===== src/mhi_pkg.sv =====
`timescale 1ns / 1ps
`default_nettype none
// ---------------------------------------------------------------------------
// mhi_pkg: shared types for the max-heap insert/delete unit
// Capacity, microcode encoding, the control ROM and the key compare.
// ---------------------------------------------------------------------------
package mhi_pkg;

    localparam int CAPACITY = 32;
    localparam int ADDR_W   = $clog2(CAPACITY);
    localparam int CNT_W    = ADDR_W + 1;
    localparam int DATA_W   = 32;

    typedef logic signed [DATA_W-1:0] data_t;
    typedef logic [ADDR_W-1:0]        addr_t;
    typedef logic [CNT_W-1:0]         cnt_t;

    typedef enum logic {
        OP_INSERT = 1'b0,
        OP_DELETE = 1'b1
    } op_t;

    typedef enum logic [1:0] {
        STS_DONE      = 2'd0,
        STS_FULL      = 2'd1,
        STS_NOT_FOUND = 2'd2,
        STS_EMPTY     = 2'd3
    } status_t;

    // microcode step addresses
    typedef enum logic [3:0] {
        ST_IDLE,
        ST_INS,
        ST_UP_RD,
        ST_UP_MV,
        ST_PUT,
        ST_FIN,
        ST_DEL_START,
        ST_SCAN,
        ST_SHRINK,
        ST_MOVE,
        ST_SIFT_SEL,
        ST_DN_RD,
        ST_DN_MV
    } step_t;

    // datapath action of one step
    typedef enum logic [3:0] {
        ACT_NOP,
        ACT_LOAD,
        ACT_INS,
        ACT_UP_RD,
        ACT_UP_MV,
        ACT_PUT,
        ACT_FIN,
        ACT_DEL_START,
        ACT_SCAN,
        ACT_SHRINK,
        ACT_MOVE,
        ACT_DN_RD,
        ACT_DN_MV
    } act_t;

    // branch condition of one step
    typedef enum logic [3:0] {
        CND_ALWAYS,
        CND_OP_DEL,
        CND_FULL,
        CND_IDX_ZERO,
        CND_UP_GT,
        CND_EMPTY,
        CND_SCAN_STOP,
        CND_DEL_END,
        CND_SIFT_UP,
        CND_NO_LEFT,
        CND_DN_GT
    } cond_t;

    typedef struct packed {
        act_t  act;
        cond_t cond;
        step_t t_step;
        step_t f_step;
        logic  wait_cmd;
        logic  wait_rsp;
    } ucode_t;

    // status flags from datapath to sequencer
    typedef struct packed {
        logic op_del;
        logic full;
        logic idx_zero;
        logic up_gt;
        logic empty;
        logic scan_stop;
        logic del_end;
        logic sift_up;
        logic no_left;
        logic dn_gt;
        logic cmd_valid;
        logic rsp_free;
    } flags_t;

    // control from sequencer to datapath
    typedef struct packed {
        act_t act;
        logic go;
        logic cmd_ready;
    } ctrl_t;

    function automatic ucode_t ucode_rom(step_t s);
        ucode_t w;
        w = '{ACT_NOP, CND_ALWAYS, ST_IDLE, ST_IDLE, 1'b0, 1'b0};
        unique case (s)
            ST_IDLE:      w = '{ACT_LOAD,      CND_OP_DEL,    ST_DEL_START, ST_INS,
                                1'b1, 1'b0};
            ST_INS:       w = '{ACT_INS,       CND_FULL,      ST_FIN,       ST_UP_RD,
                                1'b0, 1'b0};
            ST_UP_RD:     w = '{ACT_UP_RD,     CND_IDX_ZERO,  ST_PUT,       ST_UP_MV,
                                1'b0, 1'b0};
            ST_UP_MV:     w = '{ACT_UP_MV,     CND_UP_GT,     ST_UP_RD,     ST_PUT,
                                1'b0, 1'b0};
            ST_PUT:       w = '{ACT_PUT,       CND_ALWAYS,    ST_FIN,       ST_FIN,
                                1'b0, 1'b0};
            ST_FIN:       w = '{ACT_FIN,       CND_ALWAYS,    ST_IDLE,      ST_IDLE,
                                1'b0, 1'b1};
            ST_DEL_START: w = '{ACT_DEL_START, CND_EMPTY,     ST_FIN,       ST_SCAN,
                                1'b0, 1'b0};
            ST_SCAN:      w = '{ACT_SCAN,      CND_SCAN_STOP, ST_SHRINK,    ST_SCAN,
                                1'b0, 1'b0};
            ST_SHRINK:    w = '{ACT_SHRINK,    CND_DEL_END,   ST_FIN,       ST_MOVE,
                                1'b0, 1'b0};
            ST_MOVE:      w = '{ACT_MOVE,      CND_ALWAYS,    ST_SIFT_SEL,  ST_SIFT_SEL,
                                1'b0, 1'b0};
            // hold the parent on the read port for the first move up
            ST_SIFT_SEL:  w = '{ACT_UP_RD,     CND_SIFT_UP,   ST_UP_MV,     ST_DN_RD,
                                1'b0, 1'b0};
            ST_DN_RD:     w = '{ACT_DN_RD,     CND_NO_LEFT,   ST_PUT,       ST_DN_MV,
                                1'b0, 1'b0};
            ST_DN_MV:     w = '{ACT_DN_MV,     CND_DN_GT,     ST_DN_RD,     ST_PUT,
                                1'b0, 1'b0};
            default:      w = '{ACT_NOP,       CND_ALWAYS,    ST_IDLE,      ST_IDLE,
                                1'b0, 1'b0};
        endcase
        return w;
    endfunction

    function automatic logic key_gt(data_t a, data_t b);
        return a > b;
    endfunction

endpackage
`default_nettype wire


===== src/mhi_cmd_if.sv =====
`timescale 1ns / 1ps
`default_nettype none
// ---------------------------------------------------------------------------
// mhi_cmd_if: command channel of the heap unit
// Valid/ready channel carrying the operation code and the value.
// ---------------------------------------------------------------------------
interface mhi_cmd_if;
    import mhi_pkg::*;

    logic  valid;
    logic  ready;
    logic  operation;
    data_t value;

    modport source (output valid, output operation, output value, input ready);
    modport sink   (input valid, input operation, input value, output ready);
endinterface
`default_nettype wire


===== src/mhi_rsp_if.sv =====
`timescale 1ns / 1ps
`default_nettype none
// ---------------------------------------------------------------------------
// mhi_rsp_if: result channel of the heap unit
// Valid/ready channel carrying status, element count and current maximum.
// ---------------------------------------------------------------------------
interface mhi_rsp_if;
    import mhi_pkg::*;

    logic        valid;
    logic        ready;
    logic [1:0]  status;
    cnt_t        element_total;
    logic        top_valid;
    data_t       top_value;

    modport source (output valid, output status, output element_total,
                    output top_valid, output top_value, input ready);
    modport sink   (input valid, input status, input element_total,
                    input top_valid, input top_value, output ready);
endinterface
`default_nettype wire


===== src/max_heap_insert_delete_unit.sv =====
`timescale 1ns / 1ps
`default_nettype none
// ---------------------------------------------------------------------------
// max_heap_insert_delete_unit: binary max-heap with insert and delete
// Microcoded datapath over a 32-entry store with one result per item.
// ---------------------------------------------------------------------------
// One item is worked at a time; a new item is taken while the previous result
// still waits on the result channel. An insert moves the value up the heap
// level by level, at most 5 levels. A delete first scans the store for the
// value, reading one entry a cycle through one of the store's read ports;
// unless the found entry is the last, it then moves the last entry into its
// place and sifts it up or down. A delete on an empty heap is reported too.
// An insert on a full heap is refused and a delete of an absent value leaves
// the heap unchanged; both are reported in the status field.
module max_heap_insert_delete_unit
    import mhi_pkg::*;
(
    input  wire logic  clk,
    input  wire logic  rst_n,
    mhi_cmd_if.sink    cmd,
    mhi_rsp_if.source  rsp
);

    ctrl_t   ctrl;
    flags_t  flags;

    data_t   heap_mem_reg [CAPACITY];
    data_t   rd_a_reg;
    data_t   rd_b_reg;
    addr_t   rd_a_addr;
    addr_t   rd_b_addr;
    logic    mem_we;
    addr_t   mem_waddr;
    data_t   mem_wdata;

    cnt_t    cnt_reg,    cnt_next;
    addr_t   idx_reg,    idx_next;
    cnt_t    scan_reg,   scan_next;
    data_t   val_reg,    val_next;
    status_t status_reg, status_next;
    logic    found_reg,  found_next;
    data_t   root_reg,   root_next;

    logic    rsp_valid_reg,     rsp_valid_next;
    status_t rsp_status_reg,    rsp_status_next;
    cnt_t    rsp_total_reg,     rsp_total_next;
    logic    rsp_top_valid_reg, rsp_top_valid_next;
    data_t   rsp_top_value_reg, rsp_top_value_next;

    addr_t                parent_idx;
    cnt_t                 left_idx;
    logic [CNT_W:0]       right_idx;
    cnt_t                 cnt_dec;
    cnt_t                 scan_dec;
    logic                 scan_hit;
    logic                 scan_end;
    logic                 pick_right;
    addr_t                big_idx;
    data_t                big_val;

    mhi_seq u_seq (
        .clk   (clk),
        .rst_n (rst_n),
        .flags (flags),
        .ctrl  (ctrl)
    );

    assign cmd.ready         = ctrl.cmd_ready;
    assign rsp.valid         = rsp_valid_reg;
    assign rsp.status        = rsp_status_reg;
    assign rsp.element_total = rsp_total_reg;
    assign rsp.top_valid     = rsp_top_valid_reg;
    assign rsp.top_value     = rsp_top_value_reg;

    // heap index arithmetic
    always_comb
    begin
        parent_idx = (idx_reg - addr_t'(1)) >> 1;
        left_idx   = {idx_reg, 1'b1};
        right_idx  = {({1'b0, idx_reg} + cnt_t'(1)), 1'b0};
        cnt_dec    = cnt_reg - cnt_t'(1);
        scan_dec   = scan_reg - cnt_t'(1);
        scan_hit   = (rd_a_reg == val_reg);
        scan_end   = (scan_reg == cnt_reg);
        pick_right = (right_idx < {1'b0, cnt_reg}) && key_gt(rd_b_reg, rd_a_reg);
        big_idx    = pick_right ? right_idx[ADDR_W-1:0] : left_idx[ADDR_W-1:0];
        big_val    = pick_right ? rd_b_reg : rd_a_reg;
    end

    always_comb
    begin
        flags.op_del    = (cmd.operation == OP_DELETE);
        flags.full      = (cnt_reg == cnt_t'(CAPACITY));
        flags.idx_zero  = (idx_reg == '0);
        flags.up_gt     = key_gt(val_reg, rd_a_reg);
        flags.empty     = (cnt_reg == '0);
        flags.scan_stop = scan_hit || scan_end;
        flags.del_end   = !found_reg || ({1'b0, idx_reg} == cnt_dec);
        flags.sift_up   = (idx_reg != '0) && key_gt(val_reg, rd_a_reg);
        flags.no_left   = (left_idx >= cnt_reg);
        flags.dn_gt     = key_gt(big_val, val_reg);
        flags.cmd_valid = cmd.valid;
        flags.rsp_free  = !rsp_valid_reg || rsp.ready;
    end

    // datapath decode
    always_comb
    begin
        cnt_next           = cnt_reg;
        idx_next           = idx_reg;
        scan_next          = scan_reg;
        val_next           = val_reg;
        status_next        = status_reg;
        found_next         = found_reg;
        root_next          = root_reg;
        rsp_valid_next     = rsp_valid_reg && !rsp.ready;
        rsp_status_next    = rsp_status_reg;
        rsp_total_next     = rsp_total_reg;
        rsp_top_valid_next = rsp_top_valid_reg;
        rsp_top_value_next = rsp_top_value_reg;
        rd_a_addr          = idx_reg;
        rd_b_addr          = right_idx[ADDR_W-1:0];
        mem_we             = 1'b0;
        mem_waddr          = idx_reg;
        mem_wdata          = val_reg;

        if (ctrl.go)
        begin
            unique case (ctrl.act)
                ACT_NOP:
                begin
                end
                ACT_LOAD:
                begin
                    val_next    = cmd.value;
                    status_next = STS_DONE;
                    found_next  = 1'b0;
                end
                ACT_INS:
                begin
                    if (flags.full)
                    begin
                        status_next = STS_FULL;
                    end
                    else
                    begin
                        idx_next = cnt_reg[ADDR_W-1:0];
                        cnt_next = cnt_reg + cnt_t'(1);
                    end
                end
                ACT_UP_RD, ACT_MOVE:
                begin
                    rd_a_addr = parent_idx;
                    if (ctrl.act == ACT_MOVE)
                    begin
                        val_next = rd_a_reg;
                    end
                end
                ACT_UP_MV:
                begin
                    // pull the parent down into the hole
                    if (flags.up_gt)
                    begin
                        mem_we    = 1'b1;
                        mem_wdata = rd_a_reg;
                        idx_next  = parent_idx;
                    end
                end
                ACT_PUT:
                begin
                    mem_we = 1'b1;
                end
                ACT_FIN:
                begin
                    rsp_valid_next     = 1'b1;
                    rsp_status_next    = status_reg;
                    rsp_total_next     = cnt_reg;
                    rsp_top_valid_next = (cnt_reg != '0);
                    rsp_top_value_next = (cnt_reg != '0) ? root_reg : '0;
                end
                ACT_DEL_START:
                begin
                    if (flags.empty)
                    begin
                        status_next = STS_EMPTY;
                    end
                    rd_a_addr = '0;
                    scan_next = cnt_t'(1);
                end
                ACT_SCAN:
                begin
                    // data in rd_a_reg belongs to entry scan-1
                    rd_a_addr = scan_reg[ADDR_W-1:0];
                    if (scan_hit)
                    begin
                        found_next = 1'b1;
                        idx_next   = scan_dec[ADDR_W-1:0];
                    end
                    else if (scan_end)
                    begin
                        status_next = STS_NOT_FOUND;
                    end
                    else
                    begin
                        scan_next = scan_reg + cnt_t'(1);
                    end
                end
                ACT_SHRINK:
                begin
                    rd_a_addr = cnt_dec[ADDR_W-1:0];
                    if (found_reg)
                    begin
                        cnt_next = cnt_dec;
                    end
                end
                ACT_DN_RD:
                begin
                    rd_a_addr = left_idx[ADDR_W-1:0];
                end
                ACT_DN_MV:
                begin
                    // lift the larger child into the hole
                    if (flags.dn_gt)
                    begin
                        mem_we    = 1'b1;
                        mem_wdata = big_val;
                        idx_next  = big_idx;
                    end
                end
                default:
                begin
                end
            endcase
        end

        if (mem_we && (mem_waddr == '0))
        begin
            root_next = mem_wdata;
        end
    end

    always_ff @(posedge clk or negedge rst_n)
    begin
        if (!rst_n)
        begin
            cnt_reg       <= '0;
            found_reg     <= 1'b0;
            rsp_valid_reg <= 1'b0;
        end
        else
        begin
            cnt_reg       <= cnt_next;
            found_reg     <= found_next;
            rsp_valid_reg <= rsp_valid_next;
        end
    end

    always_ff @(posedge clk)
    begin
        idx_reg           <= idx_next;
        scan_reg          <= scan_next;
        val_reg           <= val_next;
        status_reg        <= status_next;
        root_reg          <= root_next;
        rsp_status_reg    <= rsp_status_next;
        rsp_total_reg     <= rsp_total_next;
        rsp_top_valid_reg <= rsp_top_valid_next;
        rsp_top_value_reg <= rsp_top_value_next;
    end

    // heap store: one write port, two registered read ports
    always_ff @(posedge clk)
    begin
        if (mem_we)
        begin
            heap_mem_reg[mem_waddr] <= mem_wdata;
        end
        rd_a_reg <= heap_mem_reg[rd_a_addr];
        rd_b_reg <= heap_mem_reg[rd_b_addr];
    end

endmodule
`default_nettype wire


===== src/mhi_seq.sv =====
`timescale 1ns / 1ps
`default_nettype none
// ---------------------------------------------------------------------------
// mhi_seq: microcode sequencer of the heap unit
// Step counter, control ROM lookup and two-way conditional branch.
// ---------------------------------------------------------------------------
module mhi_seq
    import mhi_pkg::*;
(
    input  wire logic   clk,
    input  wire logic   rst_n,
    input  wire flags_t flags,
    output ctrl_t       ctrl
);

    step_t  step_reg;
    step_t  step_next;
    ucode_t word;
    logic   taken;
    logic   go;

    always_ff @(posedge clk or negedge rst_n)
    begin
        if (!rst_n)
        begin
            step_reg <= ST_IDLE;
        end
        else
        begin
            step_reg <= step_next;
        end
    end

    always_comb
    begin
        word = ucode_rom(step_reg);

        unique case (word.cond)
            CND_ALWAYS:    taken = 1'b1;
            CND_OP_DEL:    taken = flags.op_del;
            CND_FULL:      taken = flags.full;
            CND_IDX_ZERO:  taken = flags.idx_zero;
            CND_UP_GT:     taken = flags.up_gt;
            CND_EMPTY:     taken = flags.empty;
            CND_SCAN_STOP: taken = flags.scan_stop;
            CND_DEL_END:   taken = flags.del_end;
            CND_SIFT_UP:   taken = flags.sift_up;
            CND_NO_LEFT:   taken = flags.no_left;
            CND_DN_GT:     taken = flags.dn_gt;
            default:       taken = 1'b0;
        endcase

        // hold the step while waiting on either channel
        go = !(word.wait_cmd && !flags.cmd_valid) && !(word.wait_rsp && !flags.rsp_free);

        if (!go)
        begin
            step_next = step_reg;
        end
        else if (taken)
        begin
            step_next = word.t_step;
        end
        else
        begin
            step_next = word.f_step;
        end

        ctrl.act       = word.act;
        ctrl.go        = go;
        ctrl.cmd_ready = word.wait_cmd;
    end

endmodule
`default_nettype wire

===== src/flat_wrapper.sv =====
// flat-port wrapper written by rule: the top's interface ports become plain ports
module max_heap_insert_delete_unit_flat import mhi_pkg::*;
  (clk, rst_n, cmd_valid, cmd_operation, cmd_value, cmd_ready, rsp_valid, rsp_status, rsp_element_total, rsp_top_valid, rsp_top_value, rsp_ready);
  mhi_cmd_if cmd_i ();
  mhi_rsp_if rsp_i ();
  input  wire logic clk;
  input  wire logic rst_n;
  input wire logic [$bits(cmd_i.valid)-1:0] cmd_valid;
  input wire logic [$bits(cmd_i.operation)-1:0] cmd_operation;
  input wire logic [$bits(cmd_i.value)-1:0] cmd_value;
  output wire logic [$bits(cmd_i.ready)-1:0] cmd_ready;
  output wire logic [$bits(rsp_i.valid)-1:0] rsp_valid;
  output wire logic [$bits(rsp_i.status)-1:0] rsp_status;
  output wire logic [$bits(rsp_i.element_total)-1:0] rsp_element_total;
  output wire logic [$bits(rsp_i.top_valid)-1:0] rsp_top_valid;
  output wire logic [$bits(rsp_i.top_value)-1:0] rsp_top_value;
  input wire logic [$bits(rsp_i.ready)-1:0] rsp_ready;
  assign cmd_i.valid = cmd_valid;
  assign cmd_i.operation = cmd_operation;
  assign cmd_i.value = cmd_value;
  assign cmd_ready = cmd_i.ready;
  assign rsp_valid = rsp_i.valid;
  assign rsp_status = rsp_i.status;
  assign rsp_element_total = rsp_i.element_total;
  assign rsp_top_valid = rsp_i.top_valid;
  assign rsp_top_value = rsp_i.top_value;
  assign rsp_i.ready = rsp_ready;
  max_heap_insert_delete_unit u_core (.clk(clk), .rst_n(rst_n), .cmd(cmd_i), .rsp(rsp_i));
endmodule

===== config.mk =====
export PLATFORM = sky130hd
export DESIGN_NAME = max_heap_insert_delete_unit_flat
export DESIGN_NICKNAME = d
export VERILOG_FILES = /design/src/mhi_pkg.sv /design/src/mhi_cmd_if.sv /design/src/mhi_rsp_if.sv /design/src/max_heap_insert_delete_unit.sv /design/src/mhi_seq.sv /design/src/flat_wrapper.sv
export SDC_FILE = /design/constraint.sdc
export NUM_CORES = 2
export LEC_CHECK = 0
export ABC_CLOCK_PERIOD_IN_PS = 8950
export BUFFER_PORTS_ARGS = -buffer_cell sky130_fd_sc_hd__buf_2
export CAP_MARGIN = 5
export CORE_MARGIN = 4
export CORE_UTILIZATION = 50
export DETAILED_ROUTE_END_ITERATION = 16
export PLACE_DENSITY = 0.66
export SETUP_SLACK_MARGIN = 0.02
export SLEW_MARGIN = 20
export SYNTH_ARGS = -nofsm -noshare
export SYNTH_HDL_FRONTEND = slang
export SYNTH_SLANG_ARGS = --single-unit
export TNS_END_PERCENT = 10

===== constraint.sdc =====
create_clock -name clk -period 8.95 [get_ports clk]
set_input_delay 0 -clock clk [delete_from_list [all_inputs] [get_ports clk]]
set_output_delay 0 -clock clk [all_outputs]
set_load 0.02 [all_outputs]

======== Word level (Yosys, flattened, before mapping) ========
Memories as Yosys holds them, arrays and structs flattened. A register that Yosys moved wholly into a read port is not among the register bits.
Cells that the tools add are included.
storage, ports and cells
  flip-flop bits (word level) ............. 130
  bits in writable memories ............... 1024
  ROM bits ................................ 288
  input bits .............................. 37
  word-level logic and storage cells ...... 137
  memories kept ........................... 2
memory list
  memory               words  width  rd ports  clocked after memory_dff  wr ports  line                               text
  u_core.heap_mem_reg  32     32     2         2                         1         max_heap_insert_delete_unit.sv:27  data_t heap_mem_reg [CAPACITY];
  (name not given)     16     18     1         0                         0         mhi_pkg.sv:114                     unique case (s)
operators by class
  $add $sub $neg .......................... 6
  $lt $le $gt $ge ......................... 5
  eq/ne operators ......................... 37
  multiplexer cells ....................... 38
  reductions and logical operators ........ 36
operator list
  kind                                                                     count
  32-bit 2-to-1 mux                                                        5
  32-bit case mux with 2 select lines                                      2
  32-bit > comparator                                                      3
  32-bit equality test                                                     1
  4-bit by 3-bit equality test with 1-bit output, second input constant    8
  4-bit equality test, second input constant                               8
  5-bit 2-to-1 mux                                                         6
  5-bit case mux with 5 select lines                                       1
  6-bit 2-to-1 mux                                                         4
  6-bit case mux with 2 select lines                                       2
  5-bit case mux with 4 select lines                                       1
  4-bit by 2-bit equality test with 1-bit output, second input constant    4
  2-bit inequality test, second input constant                             7
  6-bit by 1-bit adder with 6-bit output, second input constant            2
  6-bit AND reduction                                                      2
  1-bit case mux with 11 select lines                                      1
  5-bit by 1-bit subtractor with 5-bit output, second input constant       2
  4-bit by 1-bit equality test with 1-bit output, second input constant    2
  1-bit 2-to-1 mux                                                         8
  2-bit 2-to-1 mux                                                         4
  2-bit by 1-bit inequality test with 1-bit output, second input constant  4
  2-bit case mux with 4 select lines                                       1
  4-bit AND reduction                                                      2
  2-bit nonzero test                                                       4
  other kinds (22)                                                         38

======== Longest topological paths before layout ========
  depth after elaboration ................. 10
  depth in mapped cells ................... 26
  depth with buffers taken out ............ 20

======== Cells and area by module ========
Synthesis repeated with hierarchy kept, for this count alone.
unflattened totals
  cell total of the unflattened synthesis .. 4154
  area, all modules ....................... 55919.9 um2
by module, submodules not included
  module                       instances  cells an instance  area each (um2)  sequential area each (um2)
  max_heap_insert_delete_unit  1          4048               55102.8          35774.3
  mhi_seq                      1          106                817.0            100.1

======== Worst setup path after synthesis ========
OpenSTA, ideal clock, no wires.
  kind .................................... register to register
  start point ............................. reg u_core.idx_reg[0]
  end point ............................... mem u_core.heap_mem_reg[21][0] (netlist name), enable pin
  library setup time ...................... 0.392 ns
  arrival ................................. 6.719 ns
  required time ........................... 8.558 ns
  setup slack ............................. 1.838 ns
  stages on the path, launching flop included .. 25
  clock period less this slack ............ 7.112 ns
  cells stage by stage .................... edfxtp_1 clkbuf_1 clkbuf_1 buf_1 inv_1 ha_1 ha_1 o21a_1 o21a_1 o21a_1 o21ai_1 o311ai_4 buf_2 mux2_2 ha_1 a21oi_1 o21ai_1 a221o_1 a21o_1 or3_1 a21oi_1 nand2_1 a31oi_1 clkbuf_1 and3_1
on the way
  cells in the longest elaborated chain, start to end .. 10
ends and longest elaborated chain
  what                                           line                                text
  from (decl)                                    max_heap_insert_delete_unit.sv:37   addr_t idx_reg, idx_next;
  from (signal assigned)                         max_heap_insert_delete_unit.sv:260  idx_reg <= idx_next;
  5-bit by 1-bit adder with 6-bit output         max_heap_insert_delete_unit.sv:80   right_idx = {({1'b0, idx_reg} + cnt_t'(1)), 1'b0};
  7-bit by 6-bit < comparator with 1-bit output  max_heap_insert_delete_unit.sv:85   pick_right = (right_idx < {1'b0, cnt_reg}) && key_gt(rd_b_reg, rd_a_reg);
  1-bit logical AND                              max_heap_insert_delete_unit.sv:85
  32-bit 2-to-1 mux                              max_heap_insert_delete_unit.sv:87   big_val = pick_right ? rd_b_reg : rd_a_reg;
  32-bit > comparator                            mhi_pkg.sv:149                      return a > b;
  1-bit 2-to-1 mux                               max_heap_insert_delete_unit.sv:223  if (flags.dn_gt)
  1-bit case mux with 3 select lines             max_heap_insert_delete_unit.sv:129  unique case (ctrl.act)
  1-bit 2-to-1 mux                               max_heap_insert_delete_unit.sv:127  if (ctrl.go)
  1-bit 2-to-1 mux                               max_heap_insert_delete_unit.sv:274  if (mem_we)
  1-bit 2-to-1 mux (not written as such)         max_heap_insert_delete_unit.sv:276  heap_mem_reg[mem_waddr] <= mem_wdata;
  to (decl)                                      max_heap_insert_delete_unit.sv:27
Parallel ways exist; a longest one is shown, timed or not.

======== Final worst setup path ========
  start point ............................. reg u_core.rd_a_reg[14] (read register of u_core.heap_mem_reg)
  end point ............................... mem u_core.heap_mem_reg[6][3] (netlist name), enable pin
on the way
  cells in the longest elaborated chain, start to end .. 9
  elaborated cells on any way between the ends .. 11
  those cells by class .................... 3 x order compare; 7 x mux; 1 x reduce/logical
ends and longest elaborated chain
  what                                        line                                text
  from (decl)                                 max_heap_insert_delete_unit.sv:28   data_t rd_a_reg;
  32-bit > comparator                         mhi_pkg.sv:149
  1-bit logical AND                           max_heap_insert_delete_unit.sv:85
  32-bit 2-to-1 mux                           max_heap_insert_delete_unit.sv:87
  32-bit > comparator                         mhi_pkg.sv:149
  1-bit 2-to-1 mux                            max_heap_insert_delete_unit.sv:223
  1-bit case mux with 3 select lines (*)      max_heap_insert_delete_unit.sv:129
  1-bit 2-to-1 mux (*)                        max_heap_insert_delete_unit.sv:127
  1-bit 2-to-1 mux (*)                        max_heap_insert_delete_unit.sv:274
  1-bit 2-to-1 mux (not written as such) (*)  max_heap_insert_delete_unit.sv:276
Every way passes the cells marked *; elsewhere a longest branch is shown, timed or not.

==> flow_summary.toml <==
[worst_hold_path]
holdCritStartpoint = "cmd_value[2]"
min_path_cells = 4
worstHoldPathType = "in -> reg"
hold-path-endpoint = "u_core.val_reg[2]"

[die]
die_w_um = 342
core_area_um2 = 111000
die-height_um = 342
start_util_pct = 50.4
num_rows = 122
boundaryPins = 80
die_area_um2 = 117000

[critical_path]
timing.critical_path.cells = "inv_1 -> ha_1 -> a21o_1 -> a211o_1 -> a2111oi_0 -> a31oi_1 -> o311ai_4 -> buf_4 -> mux2_2 -> ha_1 -> nand2_1 -> o21ai_0 -> or3b_2 -> a41oi_1 -> o21ai_0 -> a21oi_1 -> nand2_1 -> buf_4 -> a31oi_1 -> buf_4 -> and3_2 -> buf_4"
cp_common_cell = "buf_4"
critical-path-max-stage-delay_ns = 0.95
timing.reg2reg.setup_slack_ns = 0.91
timing_worst_setup_path_type = "reg -> reg"
worst_ep_required_time_ns = 9.33
critPathMaxFanout = 34
max_stage_delay_cell_worst_path = "o311ai_4"
r2r_cells = 22
cp-end-kind = "register"
critical_path.reg2reg.endpoint = "u_core.heap_mem_reg[6][3]"
crit_path_start_kind = "register"
critical_path.reg2reg.startpoint = "u_core.rd_a_reg[14]"
critical_path_arrival_ns = 8.42

[drt]
post_drt_via_cell_ratio = 6.30
number_of_drc_violations_after_detailed_routing_iteration_0 = 3924
remaining_drc_errors = 0
antenna_left = 0
drtPass1Iterations = 6
total_wirelength_um = 155000
average_wire_per_standard_cell_um = 29.8
via_count = 32600

[logic_synthesis]
synthesis.area_um2 = 55800
ys_async_sr_fraction_pct = 0.985
synth_top_cells_by_count = "1142 x edfxtp_1, 765 x mux2i_1, 160 x mux4_2"
ys_types = 90
post_synth.cell_area_avg_um2 = 16.2
dominantRegCellSynth = "edfxtp_1"
register_bit_count_reported_by_yosys = 1218
yosysSeqAreaShare_pct = 64.3
ys_top_cells_by_area = "edfxtp_1 61%, mux2i_1 14%, mux4_2 6.5%"
synth.largest_area_cell = "edfxtp_1"
synth_top_area_share_pct = 61.5
synth.yosys.warnings = 0
postSynthNetCount = 3607
synth-edff-count = 1142
syn_inst = 3451
yosys.cell_count.top_type = "edfxtp_1"

[place]
globalplace.congestion = 0.919
portBuffers = 79
dp_hpwl_um = 100000
cells_after_dpl = 4920

[sta]
finClkSkew_ns = 0.0240
fmax_mhz = 124
maxSlewViolCount = 0
min_period_ns = 8.04
worst_margin_pin_slew_ns = 1.32
post-route-period-util_pct = 89.8
finalHoldViolCount = 0
setup-tns-final_ns = 0
grt_setup_unrepaired = "false"
finalSetupViolCount = 0
slew_headroom_pct = 10.9

[global_routing]
wire_length_of_the_first_global_routing_pass_um = 223000
remaining_overflow_grt = 0
grt_pass1_vias = 31300
grt_antenna_before_repair = 11
grt_util_all_layers_pct = 26.2
grt_max_degree = 98

[cts]
clk_root_buffer_cell = "clkbuf_16"
cts_made_buffers = 119
cts-resized-gates = 0
post-cts-setup-buffers = 0
cts_hold_buffers = 36
clk_pin_slew_ns = 0.07
clock-sinks = 1218
cts_tree = "yes"
cts-htree-levels = 3
insertion_delay_ns = 0.71
cts-root-to-sink-buffers = 3

[final_layout]
layout.nets = 3745
number_of_flip_flops_in_the_largest_register = 1024
non_filler_instances = 5183
n_fill_cell = 8554
post_route_cells_drive_above_1_share_pct = 17.5
layout-area-overhead-vs-synth_pct = 12.0

[run_status]
status = "finished clean"

[job]
max_cap_violations = 0
==> cell families (layout without fill, tap and decap cells) <==
logic type / Yosys count / after routing / synth area share (%)
XOR/XNOR: 39 / 39 / 0.612
adder cells (fa/ha/maj): 119 / 119 / 2.67
buffers and inverters: 306 / 547 / 2.77
AO/OA/AOI/OAI: 393 / 393 / 4.88
flip-flops: 1218 / 1218 / 64.3
other: 0 / 3 / 0
AND/OR/NAND/NOR: 426 / 426 / 4.09
multiplexers: 950 / 950 / 20.7
==> layout make-up <==
class | count | area [µm²] | share of cell area, %
clock inverter | 67 | 788 | 1.26
multi-input combinational | 1927 | 18600 | 29.7
antenna | 3 | 7.51 | 0.0120
sequential | 1218 | 35900 | 57.4
tap | 1488 | 1860 | 2.98
inverter | 98 | 368 | 0.588
clock buffer | 157 | 3290 | 5.26
timing repair buffer | 225 | 1740 | 2.79
==> routing by layer <==
layer / vias up / part of all wire, % / wire [µm] / track usage [%]
met4: 2 / 2.4 / 3720 / 6.76
met3: 216 / 9.7 / 15100 / 5.07
met5: - / 0.0084 / 13 / 0
li1: 14000 / - / - / -
met2: 1556 / 45 / 70100 / 39.8
met1: 16800 / 42 / 65700 / 39.0
==> how the worst max path moves through the flow <==
stage | from | end | slack, ns | depth (start not counted)
after floorplan | u_core.idx_reg[0] | u_core.heap_mem_reg[21][0] | 1.84 | 24
after global placement | u_core.rd_a_reg[14] | u_core.heap_mem_reg[9][7] | 1.02 | 21
after detailed placement | u_core.rd_a_reg[14] | u_core.heap_mem_reg[6][29] | 0.96 | 22
after CTS | u_core.rd_a_reg[14] | u_core.heap_mem_reg[9][25] | 0.92 | 21
after global routing | u_core.rd_a_reg[14] | u_core.heap_mem_reg[11][29] | 0.55 | 22
final | u_core.rd_a_reg[14] | u_core.heap_mem_reg[6][3] | 0.91 | 22
==> through the flow <==
| stage | setup slack, ns | utilization [%] | area [µm²] | hold WS [ns] |
|---|---|---|---|---|
| final | 0.911 | 56.5 | 62500 | 0.110 |
| after global placement | 1.02 | 52.4 | 58000 | -0.0598 |
| after CTS | 0.921 | 56.5 | 62500 | 0.0700 |
| after global routing | 0.552 | 56.5 | 62500 | 0.107 |
| after detailed placement | 0.961 | 52.5 | 58000 | -0.0660 |
| after floorplan | 1.84 | - | 55800 | -0.296 |
==> worst max-delay path: cells and delay by family (launching register included) <==
family                     cells  cell delay [ns]
and+or+nand+nor                4             1.31
adders and majority gates      2             0.61
DFF                            1             0.36
AOI/OAI and AO/OA             10             3.38
buffers and inverters          5             1.60
muxes                          1             0.41
==> placed cells by master (no fill, tap or decap), types with 34 or more instances in the layout <==
cell type and instances:
and2_1 39, mux4_2 160, ha_1 118, a21oi_1 49
nand2_1 111, o21ai_0 62, dlygate4sd3_1 36, buf_4 97
o22ai_1 133, buf_2 79, clkbuf_16 125, nor2b_1 34
dfxtp_1 64, mux2i_1 765, edfxtp_1 1142, inv_1 98
nor2_1 46
Power is not shown: default switching activity piles up to over one toggle a cycle in this logic, so the estimate is an artifact.
